$ cat config.mk
export PLATFORM = sky130hd
export DESIGN_NAME = header_checked_message_framer
export DESIGN_NICKNAME = d
export VERILOG_FILES = /design/src/hdl/hcmf_pkg.sv /design/src/hdl/header_checked_message_framer.sv /design/src/hdl/hcmf_csum.sv /design/src/hdl/hcmf_core.sv
export SDC_FILE = /design/constraint.sdc
export NUM_CORES = 1
export LEC_CHECK = 0
export BUFFER_PORTS_ARGS = -buffer_cell sky130_fd_sc_hd__clkbuf_2
export CAP_MARGIN = 0
export CELL_PAD_IN_SITES_DETAIL_PLACEMENT = 1
export CELL_PAD_IN_SITES_GLOBAL_PLACEMENT = 1
export CORE_UTILIZATION = 29
export CTS_CLUSTER_DIAMETER = 100
export CTS_CLUSTER_SIZE = 14
export DETAILED_ROUTE_END_ITERATION = 8
export PLACE_DENSITY = 0.59
export SYNTH_ARGS = -nofsm -noshare
export SYNTH_HDL_FRONTEND = slang
export SYNTH_SLANG_ARGS = --single-unit
$ cat constraint.sdc
create_clock -name clk_i -period 7.7 [get_ports clk_i]
set_input_delay 0 -clock clk_i [delete_from_list [all_inputs] [get_ports clk_i]]
set_output_delay 0 -clock clk_i [all_outputs]
set_load 0.05 [all_outputs]
$ cat src/hdl/hcmf_pkg.sv
// Shared codes and types of the header checked message framer.
`timescale 1ns / 1ps

package hcmf_pkg;

  // Result kinds
  localparam logic [1:0] KIND_HELD    = 2'd0;
  localparam logic [1:0] KIND_PAYLOAD = 2'd1;
  localparam logic [1:0] KIND_LAST    = 2'd2;
  localparam logic [1:0] KIND_DISCARD = 2'd3;

  // Rejection codes
  localparam logic [2:0] ERR_NONE       = 3'd0;
  localparam logic [2:0] ERR_SYMBOL     = 3'd1;
  localparam logic [2:0] ERR_OFS_SMALL  = 3'd2;
  localparam logic [2:0] ERR_OFS_BEYOND = 3'd3;
  localparam logic [2:0] ERR_CHECKSUM   = 3'd4;
  localparam logic [2:0] ERR_SHORT      = 3'd5;

  localparam logic [15:0] MAGIC_RESET = 16'h1111;
  localparam int unsigned OUT_TDATA_W = 48;

  typedef struct packed {
    logic [7:0]  byte_out;
    logic [1:0]  kind;
    logic [31:0] message_type;
    logic [2:0]  error_code;
  } result_t;

endpackage

$ cat src/hdl/header_checked_message_framer.sv
// Top level of the header checked message framer: input beat register and result register.
`timescale 1ns / 1ps

// Channel  | Dir | Handshake                    | Contents
// s_axis   | in  | s_axis_tvalid/s_axis_tready  | tdata = data_byte, tlast = buffer_end
// m_axis   | out | m_axis_tvalid/m_axis_tready  | tdata = byte_out, message_type,
//          |     |                              |   error_code; tuser = kind
// cfg      | in  | cfg_we_i                     | cfg_wdata_i = magic_symbol
//
// One beat per cycle sustained while m_axis is not stalled; a beat passes from the input
// register through the framing logic into the result register, which presents it on m_axis.
// The input register feeds the framing logic, which loads the result register directly.
// A stall on m_axis holds the result and lets one more input beat wait in the input register.
// Reset clears all framing state and loads magic_symbol with 0x1111; no clearing pass.

module header_checked_message_framer (
  input  logic        clk_i,
  input  logic        rst_ni,
  // configuration
  input  logic        cfg_we_i,
  input  logic [15:0] cfg_wdata_i,
  // input stream
  input  logic        s_axis_tvalid,
  output logic        s_axis_tready,
  input  logic [7:0]  s_axis_tdata,   // [7:0] data_byte
  input  logic        s_axis_tlast,   // buffer_end
  // result stream
  output logic        m_axis_tvalid,
  input  logic        m_axis_tready,
  output logic [hcmf_pkg::OUT_TDATA_W-1:0] m_axis_tdata,
                                      // [7:0] byte_out, [39:8] message_type,
                                      // [42:40] error_code, [47:43] zero
  output logic [1:0]  m_axis_tuser    // [1:0] kind
);

  logic              in_valid_q;
  logic [7:0]        in_byte_q;
  logic              in_end_q;
  logic              out_valid_q;
  hcmf_pkg::result_t out_q;
  hcmf_pkg::result_t res;
  logic              advance;
  logic              s_accept;

  assign advance       = in_valid_q && (!out_valid_q || m_axis_tready);
  assign s_axis_tready = !in_valid_q || advance;
  assign s_accept      = s_axis_tvalid && s_axis_tready;

  hcmf_core u_core (
    .clk_i       (clk_i),
    .rst_ni      (rst_ni),
    .cfg_we_i    (cfg_we_i),
    .cfg_wdata_i (cfg_wdata_i),
    .step_i      (advance),
    .byte_i      (in_byte_q),
    .end_i       (in_end_q),
    .res_o       (res)
  );

  always_ff @(posedge clk_i or negedge rst_ni) begin
    if (!rst_ni) begin
      in_valid_q <= 1'b0;
    end else if (s_accept) begin
      in_valid_q <= 1'b1;
    end else if (advance) begin
      in_valid_q <= 1'b0;
    end
  end

  always_ff @(posedge clk_i) begin
    if (s_accept) begin
      in_byte_q <= s_axis_tdata;
      in_end_q  <= s_axis_tlast;
    end
  end

  always_ff @(posedge clk_i or negedge rst_ni) begin
    if (!rst_ni) begin
      out_valid_q <= 1'b0;
    end else if (advance) begin
      out_valid_q <= 1'b1;
    end else if (m_axis_tready) begin
      out_valid_q <= 1'b0;
    end
  end

  always_ff @(posedge clk_i) begin
    if (advance) begin
      out_q <= res;
    end
  end

  assign m_axis_tvalid = out_valid_q;
  assign m_axis_tdata  = {5'b00000, out_q.error_code, out_q.message_type, out_q.byte_out};
  assign m_axis_tuser  = out_q.kind;

  a_type_only_on_last: assert property (@(posedge clk_i) disable iff (!rst_ni)
    (out_valid_q && (out_q.kind != hcmf_pkg::KIND_LAST)) |-> (out_q.message_type == 32'h0))
    else $error("message_type set on a beat that does not close a message");

  a_err_only_discard: assert property (@(posedge clk_i) disable iff (!rst_ni)
    (out_valid_q && (out_q.error_code != hcmf_pkg::ERR_NONE))
      |-> (out_q.kind == hcmf_pkg::KIND_DISCARD))
    else $error("error code on a beat that is not discarded");

  a_stall_means_full: assert property (@(posedge clk_i) disable iff (!rst_ni)
    !s_axis_tready |-> (in_valid_q && out_valid_q && !m_axis_tready))
    else $error("input stalled while a stage is free");

  a_advance_loads_out: assert property (@(posedge clk_i) disable iff (!rst_ni)
    advance |=> out_valid_q)
    else $error("processed beat missing from result register");

endmodule

$ cat src/hdl/hcmf_csum.sv
// Ones' complement checksum step: byte pairing, end-around fold and match.
`timescale 1ns / 1ps

module hcmf_csum (
  input  logic [15:0] sum_i,
  input  logic [7:0]  pend_i,
  input  logic [7:0]  byte_i,
  input  logic        odd_i,
  input  logic        zero_i,
  input  logic [15:0] stored_i,
  output logic [15:0] sum_o,
  output logic [7:0]  pend_o,
  output logic        match_o
);

  logic [7:0]  byte_z;
  logic [15:0] addend;
  logic [16:0] raw;
  logic [15:0] folded;

  // Checksum field bytes count as zero
  assign byte_z = zero_i ? 8'h00 : byte_i;

  // Odd byte completes a word; even byte is checked as a trailing low byte
  assign addend = odd_i ? {byte_z, pend_i} : {8'h00, byte_z};
  assign raw    = {1'b0, sum_i} + {1'b0, addend};
  assign folded = raw[15:0] + {15'h0000, raw[16]};

  assign sum_o   = odd_i ? folded : sum_i;
  assign pend_o  = odd_i ? pend_i : byte_z;
  assign match_o = (~folded) == stored_i;

endmodule

$ cat src/hdl/hcmf_core.sv
// Framing state machine: header capture, checks, payload count and discard.
`timescale 1ns / 1ps

module hcmf_core (
  input  logic                clk_i,
  input  logic                rst_ni,
  input  logic                cfg_we_i,
  input  logic [15:0]         cfg_wdata_i,
  input  logic                step_i,
  input  logic [7:0]          byte_i,
  input  logic                end_i,
  output hcmf_pkg::result_t   res_o
);

  localparam logic [1:0] PH_HEADER   = 2'd0;
  localparam logic [1:0] PH_EXTENDED = 2'd1;
  localparam logic [1:0] PH_PAYLOAD  = 2'd2;
  localparam logic [1:0] PH_DISCARD  = 2'd3;

  localparam logic [31:0] POS_SYM_HI = 32'd9;
  localparam logic [31:0] POS_CHK_LO = 32'd16;
  localparam logic [31:0] POS_CHK_HI = 32'd17;
  localparam logic [31:0] POS_OFS_LO = 32'd18;
  localparam logic [31:0] POS_OFS_HI = 32'd19;
  localparam logic [31:0] POS_TYPE_END = 32'd4;
  localparam logic [31:0] POS_LEN_END  = 32'd8;
  localparam logic [15:0] HDR_BYTES  = 16'd20;

  logic [31:0] pos_q, pos_d;
  logic [15:0] sum_q, sum_d;
  logic [7:0]  pend_q, pend_d;
  logic [31:0] len_q, len_d;
  logic [15:0] ofs_q, ofs_d;
  logic [15:0] chk_q, chk_d;
  logic [31:0] type_q, type_d;
  logic [1:0]  phase_q, phase_d;
  logic        sym_bad_q, sym_bad_d;
  logic [15:0] magic_q;

  logic [31:0] pos_inc;
  logic [15:0] cs_sum;
  logic [7:0]  cs_pend;
  logic        cs_match;
  logic        restart;
  logic [1:0]  kind;
  logic [2:0]  err;

  assign pos_inc = pos_q + 32'd1;

  hcmf_csum u_csum (
    .sum_i    (sum_q),
    .pend_i   (pend_q),
    .byte_i   (byte_i),
    .odd_i    (pos_q[0]),
    .zero_i   ((pos_q == POS_CHK_LO) || (pos_q == POS_CHK_HI)),
    .stored_i (chk_q),
    .sum_o    (cs_sum),
    .pend_o   (cs_pend),
    .match_o  (cs_match)
  );

  always_comb begin
    pos_d     = pos_q;
    sum_d     = sum_q;
    pend_d    = pend_q;
    len_d     = len_q;
    ofs_d     = ofs_q;
    chk_d     = chk_q;
    type_d    = type_q;
    phase_d   = phase_q;
    sym_bad_d = sym_bad_q;
    restart   = 1'b0;
    kind      = hcmf_pkg::KIND_HELD;
    err       = hcmf_pkg::ERR_NONE;

    case (phase_q)
      PH_HEADER: begin
        if (pos_q < POS_TYPE_END) begin
          if (pos_q[1:0] == 2'd0) begin
            type_d = 32'h0;
          end
          type_d[{pos_q[1:0], 3'b000} +: 8] = byte_i;
        end else if (pos_q < POS_LEN_END) begin
          if (pos_q[1:0] == 2'd0) begin
            len_d = 32'h0;
          end
          len_d[{pos_q[1:0], 3'b000} +: 8] = byte_i;
        end else if (pos_q == POS_SYM_HI) begin
          sym_bad_d = {byte_i, pend_q} != magic_q;
        end else if (pos_q == POS_CHK_LO) begin
          chk_d = {8'h00, byte_i};
        end else if (pos_q == POS_CHK_HI) begin
          chk_d = {byte_i, chk_q[7:0]};
        end else if (pos_q == POS_OFS_LO) begin
          ofs_d = {8'h00, byte_i};
        end else if (pos_q == POS_OFS_HI) begin
          ofs_d = {byte_i, ofs_q[7:0]};
        end
        sum_d  = cs_sum;
        pend_d = cs_pend;

        if (pos_q != POS_OFS_HI) begin
          if (end_i) begin
            kind    = hcmf_pkg::KIND_DISCARD;
            err     = hcmf_pkg::ERR_SHORT;
            restart = 1'b1;
          end else begin
            pos_d = pos_inc;
          end
        end else begin
          if (sym_bad_q) begin
            err = hcmf_pkg::ERR_SYMBOL;
          end else if (ofs_d < HDR_BYTES) begin
            err = hcmf_pkg::ERR_OFS_SMALL;
          end else if ({16'h0000, ofs_d} > len_q) begin
            err = hcmf_pkg::ERR_OFS_BEYOND;
          end else if ((ofs_d == HDR_BYTES) && !cs_match) begin
            err = hcmf_pkg::ERR_CHECKSUM;
          end

          if (err != hcmf_pkg::ERR_NONE) begin
            kind = hcmf_pkg::KIND_DISCARD;
            if (end_i) begin
              restart = 1'b1;
            end else begin
              phase_d = PH_DISCARD;
            end
          end else if (ofs_d == HDR_BYTES) begin
            // Header is the whole checksum range
            if (pos_inc == len_q) begin
              kind    = hcmf_pkg::KIND_LAST;
              restart = 1'b1;
            end else begin
              phase_d = PH_PAYLOAD;
              pos_d   = pos_inc;
            end
          end else begin
            phase_d = PH_EXTENDED;
            pos_d   = pos_inc;
          end
        end
      end

      PH_EXTENDED: begin
        sum_d  = cs_sum;
        pend_d = cs_pend;
        if (pos_inc == {16'h0000, ofs_q}) begin
          if (!cs_match) begin
            kind = hcmf_pkg::KIND_DISCARD;
            err  = hcmf_pkg::ERR_CHECKSUM;
            if (end_i) begin
              restart = 1'b1;
            end else begin
              phase_d = PH_DISCARD;
            end
          end else if (pos_inc == len_q) begin
            kind    = hcmf_pkg::KIND_LAST;
            restart = 1'b1;
          end else begin
            phase_d = PH_PAYLOAD;
            pos_d   = pos_inc;
          end
        end else begin
          pos_d = pos_inc;
        end
      end

      PH_PAYLOAD: begin
        if (pos_inc == len_q) begin
          kind    = hcmf_pkg::KIND_LAST;
          restart = 1'b1;
        end else begin
          kind  = hcmf_pkg::KIND_PAYLOAD;
          pos_d = pos_inc;
        end
      end

      default: begin
        // Drop bytes until the buffer closes
        kind = hcmf_pkg::KIND_DISCARD;
        if (end_i) begin
          restart = 1'b1;
        end
      end
    endcase

    if (restart) begin
      pos_d     = 32'h0;
      sum_d     = 16'h0;
      pend_d    = 8'h00;
      sym_bad_d = 1'b0;
      phase_d   = PH_HEADER;
    end
  end

  assign res_o.byte_out     = byte_i;
  assign res_o.kind         = kind;
  assign res_o.message_type = (kind == hcmf_pkg::KIND_LAST) ? type_q : 32'h0;
  assign res_o.error_code   = err;

  always_ff @(posedge clk_i or negedge rst_ni) begin
    if (!rst_ni) begin
      pos_q     <= 32'h0;
      sum_q     <= 16'h0;
      pend_q    <= 8'h00;
      len_q     <= 32'h0;
      ofs_q     <= 16'h0;
      chk_q     <= 16'h0;
      type_q    <= 32'h0;
      phase_q   <= PH_HEADER;
      sym_bad_q <= 1'b0;
    end else if (step_i) begin
      pos_q     <= pos_d;
      sum_q     <= sum_d;
      pend_q    <= pend_d;
      len_q     <= len_d;
      ofs_q     <= ofs_d;
      chk_q     <= chk_d;
      type_q    <= type_d;
      phase_q   <= phase_d;
      sym_bad_q <= sym_bad_d;
    end
  end

  always_ff @(posedge clk_i or negedge rst_ni) begin
    if (!rst_ni) begin
      magic_q <= hcmf_pkg::MAGIC_RESET;
    end else if (cfg_we_i) begin
      magic_q <= cfg_wdata_i;
    end
  end

endmodule
==> out/metrics.cfg <==
[status]
outcome=finished clean

[grt]
antenna_found_initial=2
grt_pass1_wl_mm=92.3
grt_max_degree=69
grt.total_usage_pct=22.6
grt_overflow_total=0
grt_pass1_vias=14300

[finish]
diodes=0
final_common_cell=nand2_1
drive_gt1_share_pct=14.8
fin_util_pct=34.2
area_delta_synth_final_pct=15.4
num-nets-final=1883
final_cell_mix=190 x nand2_1, 165 x dfrtp_1, 129 x o21ai_0

[yosys]
synth_seq_cells=227
synthesis.area_um2=15300
syn_avg_cell_area_um2=9.00
ys.flop_type=dfrtp_1
syn_inst=1704
yosysUniqueCellTypes=95
ys_warn_count=0
synth_edf_count=54
synthArstFlopShare_pct=76.2
synth_seq_area_share_pct=38.8

[die]
boundaryPins=82
core_area_um2=51800
initial_utilization_pct=29.6
rows=83
fp.dieH_um=232
die_w_um=232
dieArea_um2=53800

[place]
portBuffers=76
place_congestion=0.925
dp.final_hpwl_mm=46.4

[sta]
period_needed_ns=7.09
setup_tns_ns=0
setup_viol=0
slew_viol_final=0
slew_headroom_pct=21.1
skew_ns=0.0276
fmax_mhz=141
final-hold-violation-count=0
post-route-period-util_pct=92.1
rsz0062_at_grt=false
hold_ws_ns=0.0291
worst_pin_slew_ns=1.17

[clock_tree]
htree_levels=1
cts_tree=done
path_clk_slew_ns=0.07
root_buffer=clkbuf_16
clock_latency_ns=0.56
numCtsBuffers=21
clock_sinks=227
clock_path_buffers=3

[worst_setup_path]
worst_setup_path_start_kind=flop
worstPathArrival_ns=7.53
cp_top_family=simple AND/OR/NAND/NOR gates
crit_type=flop to flop
worst_setup_path_end_kind=flop
cp_slowest_cell=or4_4
crit_fanout=31
cp_num_buf_inv=4
slowest_delay_ns=0.59
worstPathRequired_ns=8.13

[detailed_routing]
vias=14100
drt-initial-drc-count=1086
drc=0
first_pass_iters=5
drt-total-wl_mm=61.0
vias_per_cell=5.62
routedWlPerCell_um=24.4
ant_nets=0

[power]
cellLeakagePower_uw=0.00718
ir_worst_vdd_mv=0.159
power_density_nw_per_um2=291

[flow_run]
cap_violations=0

[hold_path]
hold_path_class=input pin to asynchronous set/reset pin

-- cell type report --
type | instances | area [um2]
Multi-Input combinational cell | 1305 | 8670
Inverter | 61 | 229
Clock buffer | 33 | 581
Fill cell | 5973 | 34100
Timing Repair Buffer | 189 | 1370
Clock inverter | 4 | 40.0
Tap cell | 680 | 851
Sequential cell | 227 | 5960
-- tightest hold or removal path: cells and delay by family --
family	cells	cell delay, ns
buf+inv	3	0.94
-- synth_stat cells (29+ instances only) --
master | instances | area, um2
nand2_1 | 190 | 713
dfrtp_1 | 169 | 4230
o21ai_0 | 129 | 646
nor2_1 | 87 | 327
xnor2_1 | 78 | 683
clkbuf_1 | 69 | 259
nand3_1 | 69 | 345
a21oi_1 | 67 | 335
inv_1 | 58 | 218
edfxtp_1 | 54 | 1620
ha_1 | 47 | 588
nand4_1 | 45 | 282
and2_1 | 44 | 275
nor3_1 | 38 | 190
nor4_1 | 32 | 200
buf_2 | 30 | 150
xor2_1 | 29 | 254
-- path summary, 6_finish.rpt --
path	depth (start not counted)	startpoint	slack, ns	end
worst max-delay path	30	u_core.pos_q[28]	0.61	u_core.pos_q[22]
worst min-delay path	3	rst_ni	0.03	u_core.len_q[29]
worst max register to register	30	u_core.pos_q[28]	0.61	u_core.pos_q[22]
worst min register to register	2	u_core.type_q[11]	0.47	u_core.type_q[11]
max in group asynchronous	3	rst_ni	6.59	u_core.pos_q[0]
min in group clk_i	2	cfg_we_i	0.06	u_core.magic_q[3]
-- metal layers --
metal	GRT usage [%]	share of wire [%]	routed length (um)
met5	0	0	0
met1	30.8	46	27900
met2	37.3	47	28500
met4	6.52	3.0	1810
met3	2.82	4.5	2730
-- power by group --
group / total [uW] / switching (uW) / leakage [uW] / internal (uW)
sequential: 1600 / 184 / 0.00284 / 1420
combinational: 2520 / 1570 / 0.00404 / 951
clock: 1030 / 508 / 0.000299 / 525
-- registers in the layout, summed over array words and instances, names as in the netlist --
| signal | cells |
|---|---|
| in_valid_q | 1 |
| m_axis_tvalid | 1 |
| u_core.pos_q | 32 |
| u_core.type_q | 32 |
| u_core.chk_q | 16 |
| u_core.sum_q | 16 |
| m_axis_tuser | 2 |
| u_core.phase_q | 2 |
| u_core.sym_bad_q | 1 |
| in_end_q | 1 |
| u_core.pend_q | 8 |
| u_core.len_q | 32 |
| m_axis_tdata | 43 |
| u_core.magic_q | 16 |
| in_byte_q | 8 |
| u_core.ofs_q | 16 |
-- through the flow --
step                instances  area (um2)  setup WS [ns]  total power [uW]
detailed placement       2431       16800          0.540              4110
finish                   2499       17700          0.607              5150
CTS                      2498       17700          0.508              5180
floorplan                1708       15400          0.529              3230
global placement         2431       16800          0.728              4060
global route             2499       17700         0.0486              5460
-- timing repair --
item                                    in CTS  in global routing
endpoints found under the setup margin       0                 39
endpoints found under the hold margin       73                  0
hold buffers                                30                  0
resized for setup                            0                  4
buffers inserted                             0                  1
-- cell families after synthesis --
logic type      synth area share, %
buf+inv                        4.80
flops                          38.8
xor+xnor                       7.51
fa+ha+maj                      3.97
mux                            2.17
compound gates                 18.3
simple gates                   24.4
other cells                  0.0245
Power figures use the tool's default switching activity.
